--- src/acdf_pkg.sv ---
// acdf_pkg: shared types and constants for the ascii command to dac frame block
// no dependencies; used by every module under src
package acdf_pkg;

  localparam logic [7:0] CHAR_SPACE = 8'h20;
  localparam logic [7:0] CHAR_PLUS  = 8'h2B;
  localparam logic [7:0] CHAR_MINUS = 8'h2D;
  localparam logic [7:0] CHAR_ZERO  = 8'h30;
  localparam logic [7:0] CHAR_ONE   = 8'h31;
  localparam logic [7:0] CHAR_NINE  = 8'h39;
  localparam logic [7:0] CHAR_D     = 8'h64;
  localparam logic [7:0] CHAR_R     = 8'h72;

  localparam int VALUE_W     = 24;
  localparam int QUEUE_DEPTH = 2;

  localparam logic [7:0] CMD_BYTE_RESET = 8'h70;
  localparam logic [3:0] SHIFT_RESET    = 4'd6;

  localparam logic KIND_FRAME  = 1'b0;
  localparam logic KIND_SWITCH = 1'b1;

  typedef enum logic [1:0] {
    PH_LEAD   = 2'd0,
    PH_DIGITS = 2'd1,
    PH_STOP   = 2'd2
  } parse_phase_t;

  typedef enum logic [1:0] {
    BEAT_CMD  = 2'd0,
    BEAT_HIGH = 2'd1,
    BEAT_MID  = 2'd2,
    BEAT_LOW  = 2'd3
  } beat_t;

  typedef enum logic {
    REG_CMD_BYTE = 1'b0,
    REG_SHIFT    = 1'b1
  } reg_idx_t;

  // one finished line as handed from the front to the back
  typedef struct packed {
    logic               is_switch;
    logic               sw;
    logic [VALUE_W-1:0] value;
  } cmd_t;

endpackage

--- src/acdf_front.sv ---
// acdf_front: collects received characters into a line, parses the value and
// issues one command per terminated dac or switch line; depends on acdf_pkg
module acdf_front #(
  parameter int LINE_CHARS = 10
) (
  input  logic                clk,
  input  logic                rst_n,
  input  logic                byte_valid,
  input  logic [7:0]          rx_byte,
  input  logic [3:0]          value_shift,
  input  logic                queue_full,
  output logic                byte_ready,
  output logic                push,
  output acdf_pkg::cmd_t      cmd
);

  localparam int CNT_W = $clog2(LINE_CHARS);
  localparam logic [CNT_W-1:0] CNT_LIMIT = CNT_W'(LINE_CHARS - 1);

  logic [CNT_W-1:0]             char_count_r, char_count_nxt;
  logic [7:0]                   first_char_r, first_char_nxt;
  logic [7:0]                   second_char_r, second_char_nxt;
  acdf_pkg::parse_phase_t       phase_r, phase_nxt;
  logic                         neg_r, neg_nxt;
  logic [acdf_pkg::VALUE_W-1:0] acc_r, acc_nxt;
  logic                         switch_r, switch_nxt;

  logic                         accept;
  logic                         line_end;
  logic                         is_digit;
  logic                         is_sign;
  logic                         in_digits;
  logic [acdf_pkg::VALUE_W-1:0] signed_val;
  logic [acdf_pkg::VALUE_W-1:0] shifted_val;
  logic                         is_dac;
  logic                         is_sw;

  assign byte_ready = !queue_full;
  assign accept     = byte_valid && byte_ready;
  assign line_end   = rx_byte < acdf_pkg::CHAR_SPACE;
  assign is_digit   = (rx_byte >= acdf_pkg::CHAR_ZERO) && (rx_byte <= acdf_pkg::CHAR_NINE);
  assign is_sign    = (rx_byte == acdf_pkg::CHAR_PLUS) || (rx_byte == acdf_pkg::CHAR_MINUS);
  // a non-space, non-sign character in the leading phase is handled as in the digit phase at once
  assign in_digits  = (phase_r == acdf_pkg::PH_DIGITS) ||
                      ((phase_r == acdf_pkg::PH_LEAD) && (rx_byte != acdf_pkg::CHAR_SPACE)
                       && !is_sign);

  assign signed_val  = neg_r ? (~acc_r + acdf_pkg::VALUE_W'(1)) : acc_r;
  assign shifted_val = signed_val << value_shift;

  assign is_dac = first_char_r == acdf_pkg::CHAR_D;
  assign is_sw  = (first_char_r == acdf_pkg::CHAR_R) &&
                  ((second_char_r == acdf_pkg::CHAR_ZERO) ||
                   (second_char_r == acdf_pkg::CHAR_ONE));

  always_comb begin
    char_count_nxt  = char_count_r;
    first_char_nxt  = first_char_r;
    second_char_nxt = second_char_r;
    phase_nxt       = phase_r;
    neg_nxt         = neg_r;
    acc_nxt         = acc_r;
    switch_nxt      = switch_r;
    push            = 1'b0;
    cmd.is_switch   = is_sw && !is_dac;
    cmd.sw          = is_sw ? (second_char_r == acdf_pkg::CHAR_ONE) : switch_r;
    cmd.value       = shifted_val;
    if (accept) begin
      if (line_end) begin
        push            = is_dac || is_sw;
        if (is_sw) begin
          switch_nxt = second_char_r == acdf_pkg::CHAR_ONE;
        end
        char_count_nxt  = '0;
        first_char_nxt  = '0;
        second_char_nxt = '0;
        phase_nxt       = acdf_pkg::PH_LEAD;
        neg_nxt         = 1'b0;
        acc_nxt         = '0;
      end else if (char_count_r < CNT_LIMIT) begin
        char_count_nxt = char_count_r + CNT_W'(1);
        if (char_count_r == '0) begin
          first_char_nxt = rx_byte;
        end else begin
          if (char_count_r == CNT_W'(1)) begin
            second_char_nxt = rx_byte;
          end
          if ((phase_r == acdf_pkg::PH_LEAD) && is_sign) begin
            neg_nxt   = rx_byte == acdf_pkg::CHAR_MINUS;
            phase_nxt = acdf_pkg::PH_DIGITS;
          end else if (in_digits) begin
            if (is_digit) begin
              phase_nxt = acdf_pkg::PH_DIGITS;
              acc_nxt   = (acc_r << 3) + (acc_r << 1)
                        + acdf_pkg::VALUE_W'(rx_byte - acdf_pkg::CHAR_ZERO);
            end else begin
              phase_nxt = acdf_pkg::PH_STOP;
            end
          end
        end
      end
    end
  end

  always_ff @(posedge clk) begin
    if (!rst_n) begin
      char_count_r  <= '0;
      first_char_r  <= '0;
      second_char_r <= '0;
      phase_r       <= acdf_pkg::PH_LEAD;
      neg_r         <= 1'b0;
      acc_r         <= '0;
      switch_r      <= 1'b0;
    end else begin
      char_count_r  <= char_count_nxt;
      first_char_r  <= first_char_nxt;
      second_char_r <= second_char_nxt;
      phase_r       <= phase_nxt;
      neg_r         <= neg_nxt;
      acc_r         <= acc_nxt;
      switch_r      <= switch_nxt;
    end
  end

endmodule

--- src/acdf_queue.sv ---
// acdf_queue: short command queue between the line front and the frame back
// depends on acdf_pkg
module acdf_queue (
  input  logic           clk,
  input  logic           rst_n,
  input  logic           push,
  input  acdf_pkg::cmd_t push_cmd,
  input  logic           pop,
  output acdf_pkg::cmd_t head_cmd,
  output logic           empty,
  output logic           full
);

  localparam int PTR_W = (acdf_pkg::QUEUE_DEPTH > 1) ? $clog2(acdf_pkg::QUEUE_DEPTH) : 1;
  localparam int CNT_W = $clog2(acdf_pkg::QUEUE_DEPTH + 1);
  localparam logic [PTR_W-1:0] PTR_LAST = PTR_W'(acdf_pkg::QUEUE_DEPTH - 1);

  acdf_pkg::cmd_t   slot_r [acdf_pkg::QUEUE_DEPTH];
  logic [PTR_W-1:0] wr_ptr_r, wr_ptr_nxt;
  logic [PTR_W-1:0] rd_ptr_r, rd_ptr_nxt;
  logic [CNT_W-1:0] count_r, count_nxt;
  logic             do_push;
  logic             do_pop;

  assign empty    = count_r == '0;
  assign full     = count_r == CNT_W'(acdf_pkg::QUEUE_DEPTH);
  assign do_push  = push && !full;
  assign do_pop   = pop && !empty;
  assign head_cmd = slot_r[rd_ptr_r];

  always_comb begin
    wr_ptr_nxt = wr_ptr_r;
    rd_ptr_nxt = rd_ptr_r;
    count_nxt  = count_r;
    if (do_push) begin
      wr_ptr_nxt = (wr_ptr_r == PTR_LAST) ? '0 : wr_ptr_r + PTR_W'(1);
    end
    if (do_pop) begin
      rd_ptr_nxt = (rd_ptr_r == PTR_LAST) ? '0 : rd_ptr_r + PTR_W'(1);
    end
    if (do_push && !do_pop) begin
      count_nxt = count_r + CNT_W'(1);
    end else if (do_pop && !do_push) begin
      count_nxt = count_r - CNT_W'(1);
    end
  end

  always_ff @(posedge clk) begin
    if (do_push) begin
      slot_r[wr_ptr_r] <= push_cmd;
    end
  end

  always_ff @(posedge clk) begin
    if (!rst_n) begin
      wr_ptr_r <= '0;
      rd_ptr_r <= '0;
      count_r  <= '0;
    end else begin
      wr_ptr_r <= wr_ptr_nxt;
      rd_ptr_r <= rd_ptr_nxt;
      count_r  <= count_nxt;
    end
  end

endmodule

--- src/acdf_back.sv ---
// acdf_back: turns queued commands into result transactions, four beats for a
// dac frame and one for a switch report; depends on acdf_pkg
module acdf_back (
  input  logic           clk,
  input  logic           rst_n,
  input  acdf_pkg::cmd_t head_cmd,
  input  logic           queue_empty,
  input  logic [7:0]     cmd_byte,
  output logic           pop,
  output logic           out_valid,
  input  logic           out_ready,
  output logic           out_kind,
  output logic [7:0]     out_byte,
  output logic           out_last,
  output logic           out_switch
);

  acdf_pkg::beat_t beat_r, beat_nxt;
  logic            valid_r, valid_nxt;
  logic            kind_r, kind_nxt;
  logic [7:0]      byte_r, byte_nxt;
  logic            last_r, last_nxt;
  logic            switch_r, switch_nxt;
  logic            slot_free;
  logic            issue;
  logic [7:0]      beat_byte;
  logic            beat_last;

  assign slot_free = !valid_r || out_ready;
  assign issue     = slot_free && !queue_empty;

  always_comb begin
    case (beat_r)
      acdf_pkg::BEAT_CMD:  beat_byte = cmd_byte;
      acdf_pkg::BEAT_HIGH: beat_byte = head_cmd.value[23:16];
      acdf_pkg::BEAT_MID:  beat_byte = head_cmd.value[15:8];
      acdf_pkg::BEAT_LOW:  beat_byte = head_cmd.value[7:0];
      default:             beat_byte = cmd_byte;
    endcase
    beat_last = head_cmd.is_switch || (beat_r == acdf_pkg::BEAT_LOW);
  end

  always_comb begin
    beat_nxt   = beat_r;
    valid_nxt  = valid_r && !out_ready;
    kind_nxt   = kind_r;
    byte_nxt   = byte_r;
    last_nxt   = last_r;
    switch_nxt = switch_r;
    pop        = 1'b0;
    if (issue) begin
      valid_nxt  = 1'b1;
      kind_nxt   = head_cmd.is_switch ? acdf_pkg::KIND_SWITCH : acdf_pkg::KIND_FRAME;
      byte_nxt   = head_cmd.is_switch ? 8'h00 : beat_byte;
      last_nxt   = beat_last;
      switch_nxt = head_cmd.sw;
      pop        = beat_last;
      beat_nxt   = beat_last ? acdf_pkg::BEAT_CMD : acdf_pkg::beat_t'(beat_r + 2'd1);
    end
  end

  always_ff @(posedge clk) begin
    if (!rst_n) begin
      beat_r  <= acdf_pkg::BEAT_CMD;
      valid_r <= 1'b0;
    end else begin
      beat_r  <= beat_nxt;
      valid_r <= valid_nxt;
    end
  end

  always_ff @(posedge clk) begin
    kind_r   <= kind_nxt;
    byte_r   <= byte_nxt;
    last_r   <= last_nxt;
    switch_r <= switch_nxt;
  end

  assign out_valid  = valid_r;
  assign out_kind   = kind_r;
  assign out_byte   = byte_r;
  assign out_last   = last_r;
  assign out_switch = switch_r;

endmodule

--- src/ascii_command_to_dac_frame.sv ---
// a terminating byte is written into the command queue, and its first result
// then comes from the back end's output register; bytes are taken one per cycle
// while the two-entry command queue has room, the back end sends one result per
// cycle while out_tready is high, four for a dac line and one for a switch line
// reset: synchronous active-low rst_n clears the line, the switch, the queue
// and the output valid flag, and loads command byte 0x70 and shift 6
module ascii_command_to_dac_frame #(
  parameter int LINE_CHARS = 10
) (
  input  logic        clk,
  input  logic        rst_n,
  input  logic        in_tvalid,
  output logic        in_tready,
  input  logic [7:0]  in_tdata,   // [7:0] rx_byte
  output logic        out_tvalid,
  input  logic        out_tready,
  output logic [15:0] out_tdata,  // [7:0] frame_byte, [8] switch_setting, [15:9] zero
  output logic [0:0]  out_tuser,  // [0] out_kind
  output logic        out_tlast,
  input  logic        cfg_psel,
  input  logic        cfg_penable,
  input  logic        cfg_pwrite,
  input  logic [2:0]  cfg_paddr,
  input  logic [31:0] cfg_pwdata,
  output logic [31:0] cfg_prdata,
  output logic        cfg_pready
);

  logic [7:0]     cmd_byte_r;
  logic [3:0]     shift_r;
  logic           cfg_write;
  logic           push;
  logic           pop;
  logic           q_full;
  logic           q_empty;
  acdf_pkg::cmd_t push_cmd;
  acdf_pkg::cmd_t head_cmd;
  logic           o_kind;
  logic [7:0]     o_byte;
  logic           o_switch;

  assign cfg_pready = 1'b1;
  assign cfg_write  = cfg_psel && cfg_penable && cfg_pwrite && cfg_pready;

  always_ff @(posedge clk) begin
    if (!rst_n) begin
      cmd_byte_r <= acdf_pkg::CMD_BYTE_RESET;
      shift_r    <= acdf_pkg::SHIFT_RESET;
    end else if (cfg_write) begin
      case (acdf_pkg::reg_idx_t'(cfg_paddr[2]))
        acdf_pkg::REG_CMD_BYTE: cmd_byte_r <= cfg_pwdata[7:0];
        acdf_pkg::REG_SHIFT:    shift_r    <= cfg_pwdata[3:0];
        default:                cmd_byte_r <= cmd_byte_r;
      endcase
    end
  end

  always_comb begin
    case (acdf_pkg::reg_idx_t'(cfg_paddr[2]))
      acdf_pkg::REG_CMD_BYTE: cfg_prdata = {24'h0, cmd_byte_r};
      acdf_pkg::REG_SHIFT:    cfg_prdata = {28'h0, shift_r};
      default:                cfg_prdata = 32'h0;
    endcase
  end

  acdf_front #(
    .LINE_CHARS (LINE_CHARS)
  ) u_front (
    .clk         (clk),
    .rst_n       (rst_n),
    .byte_valid  (in_tvalid),
    .rx_byte     (in_tdata),
    .value_shift (shift_r),
    .queue_full  (q_full),
    .byte_ready  (in_tready),
    .push        (push),
    .cmd         (push_cmd)
  );

  acdf_queue u_queue (
    .clk      (clk),
    .rst_n    (rst_n),
    .push     (push),
    .push_cmd (push_cmd),
    .pop      (pop),
    .head_cmd (head_cmd),
    .empty    (q_empty),
    .full     (q_full)
  );

  acdf_back u_back (
    .clk         (clk),
    .rst_n       (rst_n),
    .head_cmd    (head_cmd),
    .queue_empty (q_empty),
    .cmd_byte    (cmd_byte_r),
    .pop         (pop),
    .out_valid   (out_tvalid),
    .out_ready   (out_tready),
    .out_kind    (o_kind),
    .out_byte    (o_byte),
    .out_last    (out_tlast),
    .out_switch  (o_switch)
  );

  assign out_tdata = {7'h00, o_switch, o_byte};
  assign out_tuser = o_kind;

endmodule

--- config.mk ---
export PLATFORM = sky130hd
export DESIGN_NAME = ascii_command_to_dac_frame
export DESIGN_NICKNAME = d
export VERILOG_FILES = /design/src/acdf_pkg.sv /design/src/acdf_front.sv /design/src/acdf_queue.sv /design/src/acdf_back.sv /design/src/ascii_command_to_dac_frame.sv
export SDC_FILE = /design/constraint.sdc
export NUM_CORES = 1
export LEC_CHECK = 0
export BUFFER_PORTS_ARGS = -buffer_cell sky130_fd_sc_hd__buf_4
export CORE_ASPECT_RATIO = 1.25
export CORE_MARGIN = 2
export CORE_UTILIZATION = 55
export CTS_CLUSTER_DIAMETER = 120
export CTS_CLUSTER_SIZE = 12
export DETAILED_ROUTE_END_ITERATION = 7
export PLACE_DENSITY_LB_ADDON = 0.12
export SETUP_SLACK_MARGIN = 0.3
export SLEW_MARGIN = 20
export SYNTH_ARGS = -nofsm -noshare
export SYNTH_HDL_FRONTEND = slang
export SYNTH_SLANG_ARGS = --single-unit
export TNS_END_PERCENT = 20
--- constraint.sdc ---
create_clock -name clk -period 13.9 [get_ports clk]
set_clock_uncertainty 0.2 [all_clocks]
set_input_delay 4.17 -clock clk [delete_from_list [all_inputs] [get_ports clk]]
set_output_delay 4.17 -clock clk [all_outputs]
set_load 0.01 [all_outputs]
## Word-level counts from Yosys, hierarchy flattened

Memory sizes are Yosys's and may differ from the RTL's. A register that Yosys moved wholly into a read port is not among the register bits.
Index checks and enable logic that the tools add are counted.

| word-level totals | value |
|---|---|
| register bits | 78 |
| bits in writable memories | 52 |
| input port bits | 50 |
| output and inout port bits | 53 |
| memories | 1 |

Memory list:

| memory | words | width | rd ports | clocked after Yosys merged registers in | wr ports | line | RTL |
|---|---|---|---|---|---|---|---|
| u_queue.slot_r | 2 | 26 | 1 | 1 | 1 | acdf_queue.sv:18 | `acdf_pkg::cmd_t slot_r [acdf_pkg::QUEUE_DEPTH];` |

| operators by class | value |
|---|---|
| $add $sub $neg | 10 |
| $lt $le $gt $ge | 4 |
| equal/unequal tests | 15 |
| shift-type cells | 1 |
| multiplexer cells | 43 |
| bitwise operators | 2 |
| reductions and logical operators | 50 |

Operators with widths:

| operator | count |
|---|---|
| $mux 24 | 7 |
| $pmux 32 s2 | 1 |
| $mux 8 | 7 |
| $add 24x24->24 | 2 |
| $eq 8x6->1 const B | 4 |
| $pmux 8 s4 | 1 |
| $add 24x1->24 const B | 1 |
| $not 24->24 | 1 |
| $shl 24x4->24 | 1 |
| $mux 2 | 9 |
| $eq 8x7->1 const B | 2 |
| $mux 1 | 16 |
| $logic_and 1x1->1 | 15 |
| $reduce_bool 2->1 | 7 |
| $reduce_and 4->1 | 3 |
| $sub 8x6->9 const B | 1 |
| $ge 8x6->1 const B | 1 |
| $le 8x6->1 const B | 1 |
| $logic_not 1->1 | 8 |
| $lt 8x6->1 const B | 1 |
| $mux 4 | 2 |
| $ne 8x6->1 const B | 1 |
| $reduce_and 2->1 | 4 |
| $eq 2x2->1 const B | 3 |
| 15 further kinds | 26 |

## Depth between registers and ports, before layout

Gate-level depths: netlist of run 1.

| depth | value |
|---|---|
| depth after elaboration | 11 |
| mapped depth | 13 |
| mapped depth without buffers | 12 |

## Cells and area by module

Synthesis of run 1 repeated with hierarchy kept, for this count alone.

| unflattened totals | value |
|---|---|
| cell total of the unflattened synthesis | 979 |
| area total of the unflattened synthesis | 9624.2 µm² |

Modules (own cells, without submodules):

| module | times used | cells an instance | area an instance (µm²) | sequential area each (µm²) |
|---|---|---|---|---|
| acdf_front | 1 | 707 | 5835.6 | 960.9 |
| acdf_queue | 1 | 106 | 2108.3 | 1661.6 |
| ascii_command_to_dac_frame | 1 | 96 | 858.3 | 240.2 |
| acdf_back | 1 | 70 | 822.0 | 390.4 |

## Worst setup path before layout of run 1

Ideal clock, no wire load.

| timing path | value |
|---|---|
| path kind | in2out |
| from | input cfg_paddr[2] |
| to | output cfg_prdata[0] |
| arrival time | 4.842 ns |
| required time | 9.530 ns |
| path slack | 4.688 ns |
| cell stages on the path | 2 |
| path through | clkbuf_1 -> mux2_2 |

| on the way | value |
|---|---|
| word-level cells in the longest chain between the ends | 2 |

RTL lines:

| what | line | RTL |
|---|---|---|
| start: declaration | ascii_command_to_dac_frame.sv:23 | `input logic [2:0] cfg_paddr,` |
| $not 1->1 (no source line) | n/a |  |
| $pmux 32 s2 * | ascii_command_to_dac_frame.sv:59 | `case (acdf_pkg::reg_idx_t'(cfg_paddr[2]))` |
| end: declaration | ascii_command_to_dac_frame.sv:25 | `output logic [31:0] cfg_prdata,` |

Every way passes the cells marked *; elsewhere a longest branch is shown, timed or not. The select of a mux whose other input is x is not followed.

## Worst setup path in the final report of run 1

| timing path | value |
|---|---|
| from | input cfg_paddr[2] |
| to | output cfg_prdata[3] |

The elaborated chain is that of the path after synthesis.

==> run summary, run 1 <==
The flow ran to the end, and the final reports show no timing, DRC or antenna violations. Leaving out fill and tap cells, the most frequent cells in the layout are sky130_fd_sc_hd__nand2_1, sky130_fd_sc_hd__dfxtp_1, sky130_fd_sc_hd__nor2_1. The maximum number of buffers from clock root to sink is 2. The synthesized design spends more area on one cell type than any other, namely sky130_fd_sc_hd__edfxtp_1. The maximum clock frequency came out at about 0.11 GHz. Summing every instance area after synthesis gives roughly 9300 sq um.

The static leakage is approximately 4 nW. The final sum of negative setup slack came out at 0 ns. Across the run, the number of max-cap violations was 0. The synthesis warning total came out at 0.

The number of levels the H-tree was split into is 4. The number of nets with antenna violations after detailed routing is 0. The total power is roughly 0.93 mW. The final critical-path setup slack is 4.690 ns. The clock net sink count came out at roughly 130. In the final design database the tool counted roughly 1100 nets. The area of the placeable core came out at ~17000 sq um. The setup fix buffers added after clock tree synthesis came out at 0.

The insertion delay to the later sink of the worst-skew pair came out at ~0.43 ns. The post-synthesis area per instance is approximately 9.4 sq um. The share of layout cells above drive strength 1 is 0.1323.

The site row count came out at 53. Synthesis handed over a netlist of a little under 1000 instances. After clock tree synthesis, the clock-pin slew on the worst setup and hold paths is ~0.06 ns. The actual slew at the worst max-slew pin is a little over 1 ns. TritonCTS built the clock tree. The global routing stage identified its most utilized layer as met2. The largest net degree at the start of global routing is 63. The routed wire length per instance came out at approximately 17 microns. The fraction of the yosys area taken by sequential cells is 0.3507.

The count of pins over their slew limit came out at 0. The number of antenna violations at the first check in global routing is 0. The number of top-level pins came out at 103. The final non-filler cell area is 10120 sq um.

The share of the cycle needed by the critical path after routing came out at 0.6626. The aggregate global-route resource usage is 0.2408. The synthesis-to-finish area growth came out at 9.093%. For this run, the detailed router's first-pass iteration total came to 5. By startpoint and endpoint, the worst setup path is classified as input port to primary output. Once placement finished, the instance area stood at around 9500 sq um. The number of buffer cells added on primary ports came out at 44. The quantity of gates resized following cts came out at 0. The largest fanout on the critical path is 11. After synthesis, the cell types taking the most area are sky130_fd_sc_hd__edfxtp_1, sky130_fd_sc_hd__dfxtp_1, sky130_fd_sc_hd__ha_1. The worst-case headroom to the max-slew limit came out at 0.3152.

The startpoint identified for the worst register-to-register timing path is u_front.acc_r[2]. The filler cells instantiated in the layout total approximately 1500. The die is about 150 microns tall. After the first detailed-routing iteration, the DRC count stood at 594. The placed wire-length estimate came out at 14890 microns.

Using the TritonRoute via totals, the vias-per-cell ratio works out to about 5.9. Synthesis inferred about 130 register bits. The proportion of netlist area held by the largest area contributor is 0.2040.

Setup repair after global routing left no endpoint under its margin. The final count of negative-setup-slack endpoints came out at 0. The final-report hold violation count was 0. After detailed routing, the number of remaining DRC violations is 0.

The worst setup slack before clock tree synthesis came out at around 4.7 ns. The maximum vdd ir drop came out at roughly 75 uV. The wire length of the first global-routing pass is between 30000 and 40000 microns. In this run, distinct cell masters in the synthesized netlist total between 70 and 80. The width of the die came out at 120.2 microns. The count of inserted antenna diode cells came out at 0.

The number of global-route vias before repair came out at about 6900. The worst setup path is launched from an input port. At the end of routability-driven placement, the weighted congestion stood at 0.8565. The routed layout has roughly 7300 vias. Data arrives at the worst endpoint at between 4 and 5 ns. The library cell used as clock root buffer is sky130_fd_sc_hd__clkbuf_16. The number of enable flip-flop cells after synthesis came out at 63. In this run the most critical hold path is launched from cmd_byte_r[3]. For met3 alone, demand over resource in global routing was 0.03517. Counting the buffers created by CTS gives 17.

The power per cell area is a little over 90 nW/um^2. Among all flip-flop cells after synthesis, the most frequent one is sky130_fd_sc_hd__dfxtp_1. The library cell used most frequently in the layout, excluding fill and tap cells, is sky130_fd_sc_hd__nand2_1.

The floorplan step defined a die boundary enclosing 17930 sq um. For this design, the CTS-stage hold fixing added 0 buffers. The initial standard-cell utilization of the core is 0.5572. The critical path launch point is cfg_paddr[2]. The met1 capacity usage during global routing is 0.3127. The met2 track demand over resource is 0.4128. The share of flip-flops with an asynchronous set or reset after synthesis is 0. STA classifies the critical path endpoint as a primary output. The data required time of the critical path is around 9.5 ns.

Global routing finished with a remaining overflow of 0. The minimum clock period is between 9 and 10 ns. The path class of the tightest hold or removal check is register to register. Wires add up to 20860 microns.
## per-stage QoR
stage / hold WS, ns / util / cells
5_1_grt: 0.3210 / 0.6079 / 1225
6_report: 0.2903 / 0.6079 / 1225
3_3_place_gp: 0.2711 / 0.5731 / 1193
2_1_floorplan: 0.2524 / - / 1020
3_5_place_dp: 0.2855 / 0.5732 / 1193
4_1_cts: 0.2931 / 0.6079 / 1225
## state kept, by name (all words and copies together) (netlist names), 2 cells and up, named ones only
signal	cells
u_queue.count_r	2
u_front.phase_r	2
cmd_byte_r	8
u_front.char_count_r	4
shift_r	4
u_back.out_byte	8
u_queue.slot_r	52
u_back.beat_r	2
u_front.acc_r	24
u_front.first_char_r	8
u_front.second_char_r	8
## worst max-delay path: stages
cell and delay [ns]:
sky130_fd_sc_hd__buf_4 0.16, sky130_fd_sc_hd__mux2_2 0.36, sky130_fd_sc_hd__buf_4 0.14
## synth_stat cells (11+ instances only)
cell type,number
sky130_fd_sc_hd__a22oi_1,28
sky130_fd_sc_hd__o21ai_0,39
sky130_fd_sc_hd__nor2_1,66
sky130_fd_sc_hd__nor2b_1,53
sky130_fd_sc_hd__nand2_1,72
sky130_fd_sc_hd__edfxtp_1,63
sky130_fd_sc_hd__nor3_1,16
sky130_fd_sc_hd__clkbuf_1,53
sky130_fd_sc_hd__a211oi_1,16
sky130_fd_sc_hd__a21o_1,11
sky130_fd_sc_hd__xnor2_1,31
sky130_fd_sc_hd__ha_1,34
sky130_fd_sc_hd__a21oi_1,44
sky130_fd_sc_hd__xor2_1,17
sky130_fd_sc_hd__mux2_2,18
sky130_fd_sc_hd__mux2i_1,26
sky130_fd_sc_hd__inv_1,42
sky130_fd_sc_hd__fa_1,21
sky130_fd_sc_hd__dfxtp_1,68
sky130_fd_sc_hd__a222oi_1,19
sky130_fd_sc_hd__buf_4,33
sky130_fd_sc_hd__nand3_1,18
## power by group
part | switching (mW) | internal, mW | leakage [nW] | total, mW
Sequential | 0.00314 | 0.406 | 1.16 | 0.409
Clock | 0.187 | 0.256 | 0.286 | 0.442
Combinational | 0.0456 | 0.0304 | 2.56 | 0.0760
## final timing paths
check	slack, ns	cells after the start	to
max	4.69	3	cfg_prdata[3]
min	0.29	2	cmd_byte_r[3]
max reg2reg	10.25	7	u_queue.slot_r[0][19]
min reg2reg	0.29	2	cmd_byte_r[3]
## layout make-up
cell class / count / area [sq um] / share of cell area
Clock buffer: 18 / 439.2 / 0.04340
Clock inverter: 14 / 138.9 / 0.01373
Timing Repair Buffer: 53 / 397.9 / 0.03932
Multi-Input combinational cell: 744 / 5444 / 0.5380
Tap cell: 220 / 275.3 / 0.02720
Inverter: 45 / 168.9 / 0.01669
Sequential cell: 131 / 3254 / 0.3216
## routing by layer
metal | up-vias | part of all wire
li1 | 3587 | -
met1 | 3488 | 0.45
met2 | 168 | 0.50
met3 | 28 | 0.035
met4 | 0 | 0.017
met5 | - | 0
## cells by family (layout without fill, tap and decap cells)
kind of cell | count (synthesis) | count (layout) | synth area share
XOR/XNOR | 48 | 48 | 0.04533
multiplexers | 52 | 52 | 0.06934
AO/OA/AOI/OAI | 251 | 251 | 0.1928
buffers and inverters | 145 | 130 | 0.07541
AND/OR/NAND/NOR | 306 | 306 | 0.1744
adder cells (fa/ha/maj) | 55 | 55 | 0.09119
other | 2 | 32 | 0.0008097
flip-flops | 131 | 131 | 0.3507
No activity file was read; power rests on OpenSTA's default activity.
==> run 2: changes to the inputs <==
clock period = 8.87 ns   (was 13.9 ns; I/O delays follow)
==> run 2 against run 1 <==
Net effect: global-route usage fell by 0.12 points; first-iteration DRC count grew 6.7%; sequential share of layout area is 0.14 points lower; sequential cell count did not move; combinational power up 57%; final area grew 0.44%; largest cell class unchanged; highest routed layer unchanged.
==> run summary, run 2 (synthesis results as in run 1) <==
Leaving out fill and tap cells, the most frequent cells in the layout are sky130_fd_sc_hd__nand2_1, sky130_fd_sc_hd__dfxtp_1, sky130_fd_sc_hd__nor2_1. Detailed placement finished with a half-perimeter wire length of about 15000 microns. The number of flip-flops under the largest register name is between 50 and 60. The site row count is 53. The commonest non-fill, non-tap cell in the layout is sky130_fd_sc_hd__nand2_1. Clock-pin slew was measured on the worst setup and hold paths at about 0.06 ns. The maximum single-stage delay on the critical path is 0.37 ns.

The final-report hold violation count came to 0. The insertion delay to the later sink of the worst-skew pair is ~0.42 ns. After the last flow step, the layout net total stands at approximately 1100. Gates resized during post-CTS repair numbered 0. The number of hold buffers added after cts is 0. The post-detailed-routing wire length came out at 20650 microns. The number of maximum-capacitance constraint violations is 0. The number of placed instances, taps included is around 1200.

The minimum clock period is 6.204 ns. The sequential share of power is 0.432. STA classifies the critical path endpoint as a primary output.

The number of violations reported at the end of detailed-routing iteration 0 is approximately 630. Entering global routing, the biggest net connects 63 pins. The depth of the most critical reg-to-reg path came out at 11. The power per cell area is around 150 nW/um^2. The wire length of the first global-routing pass came out at approximately 34000 microns. The finished layout holds between 1000 and 1500 standard cells, fillers aside.

The number of antenna violations at the first check in global routing is 0. The launching element type of the critical path is an input port. Headroom to the max-slew limit came out at 0.4930. The most numerous cell type found on the critical path is sky130_fd_sc_hd__buf_4. The data required time of the critical path came out at 6.01 ns. The detail route stage leaves a number of antenna-violating nets equal to 0. The largest registers in the layout are u_queue.slot_r x52, u_front.acc_r x24.

The worst min-delay path class is register to register. Walking the worst path, the cells encountered are buf_4, mux2_2, buf_4. The switching share of total power is 0.2506. The area used by multi-input combinational logic is between 5000 and 6000 sq um. The static leakage came out at about 4.0 nW. The number of global-route vias before repair came out at around 7000. The synthesis-to-finish area growth came out at 9.578%. The count of inserted antenna diode cells is 0. Counting the buffers created by CTS gives 17. The clock tree from TritonCTS is done. The die is about 150 microns tall. The floorplan step defined a die boundary enclosing around 18000 sq um. Ranked by flip-flop count, first place goes to u_queue.slot_r.

The share of the cycle needed by the critical path after routing is 0.6994. The final global-route overflow total is 0. The count of pins over their slew limit was 0. In the final layout, the share of cells above drive strength 1 is 0.1332. Setup repair after global routing left no endpoint under its margin. The total DRC errors in the routed layout came out at 0. The clock share of power is 0.488. The largest fanout on the critical path came out at 11. Setup violations remaining at the end of the flow were counted as 0. The maximum clock frequency is roughly 0.16 GHz.

The routed wire length per instance is between 15 and 20 microns. The largest individual stage delay along the critical path comes from the cell sky130_fd_sc_hd__mux2_2. The width of the die came out at 120.2 microns. The aggregate global-route resource usage is 0.2395. The maximum vdd ir drop came out at approximately 120 uV. The data arrival time of the worst path is ~3.3 ns.

The actual slew at the worst max-slew pin is 0.7542 ns. The total internal power is 1.111 mW. The clock passes through at most 2 buffers. The final sum of negative setup slack came out at 0 ns. The clock net sink count is 131. The setup fix buffers added after clock tree synthesis is 0. The first detailed-routing pass took 6 iterations. At the end of routability-driven placement, the weighted congestion stood at between 0.8 and 0.9.

The count of cells along the worst hold path came out at 2. The number of levels the H-tree was split into is 4. The number of buffer cells added on primary ports is 44. The reported net switching power came out at between 0.3 and 0.4 mW. The initial utilization of the core area, before any placement, comes to 0.5572. The post-detailed-route via-to-cell ratio is between 5 and 6. The sequential cells in the finished layout cover a total of approximately 3300 sq um. After floorplanning, the core was sized to cover between 15000 and 20000 sq um. The class of the most critical setup path is input port to primary output. The fill cell instance count of the final layout came out at approximately 1400.

The root buffer cell chosen for the clock tree is sky130_fd_sc_hd__clkbuf_16. Across all layers, the routed design uses a little over 7000 vias. between 100 and 150 I/O pins were placed.

The flow ran to the end, and the final reports show no timing, DRC or antenna violations. The part of the power in combinational logic came out at 0.080.
-- run 2: path summary, 6_finish.rpt --
path / slack [ns] / from / to
setup reg to reg: 5.23 / u_front.acc_r[2] / u_front.acc_r[22]
hold / removal: 0.28 / cmd_byte_r[4] / cmd_byte_r[4]
setup / recovery: 2.67 / cfg_paddr[2] / cfg_prdata[0]
hold reg to reg: 0.28 / cmd_byte_r[4] / cmd_byte_r[4]
-- run 2: worst max-delay path, delay by kind of cell --
kind	cells	cell delay, ns
multiplexers	1	0.37
buffers and inverters	2	0.31
-- run 2: layer usage --
metal | vias to the layer above | global-route usage | share of wire
met2 | 148 | 0.4068 | 0.49
met3 | 22 | 0.03976 | 0.035
met1 | 3459 | 0.3118 | 0.45
met5 | - | 0 | 0
met4 | 0 | 0.07706 | 0.018
li1 | 3599 | - | -
-- run 2: power groups by stage --
stage	Clock [mW]	Combinational (mW)	Sequential [mW]
2_1_floorplan	0	0.0981	0.652
4_1_cts	0.733	0.119	0.640
3_5_place_dp	0	0.118	0.654
3_3_place_gp	0	0.118	0.653
5_1_grt	0.760	0.134	0.641
6_report	0.723	0.119	0.640
-- run 2: area by class of cell --
class,count,area share
clock buffer,17,0.04186
clock inverter,15,0.01871
inverter,45,0.01662
multi-input combinational,744,0.5356
sequential,131,0.3202
tap,220,0.02708
timing repair buffer,54,0.03989
-- run 2: through the flow --
step | setup slack, ns | cell area, sq um | util | power [mW] | hold WS, ns
3_3_place_gp | 2.636 | 9547 | 0.5736 | 0.7711 | 0.2724
3_5_place_dp | 2.631 | 9548 | 0.5736 | 0.7718 | 0.2742
6_report | 2.666 | 10160 | 0.6106 | 1.482 | 0.2793
5_1_grt | 2.643 | 10160 | 0.6106 | 1.534 | 0.3021
2_1_floorplan | 1.811 | 9388 | - | 0.7503 | 0.2524
4_1_cts | 2.660 | 10160 | 0.6106 | 1.493 | 0.2830
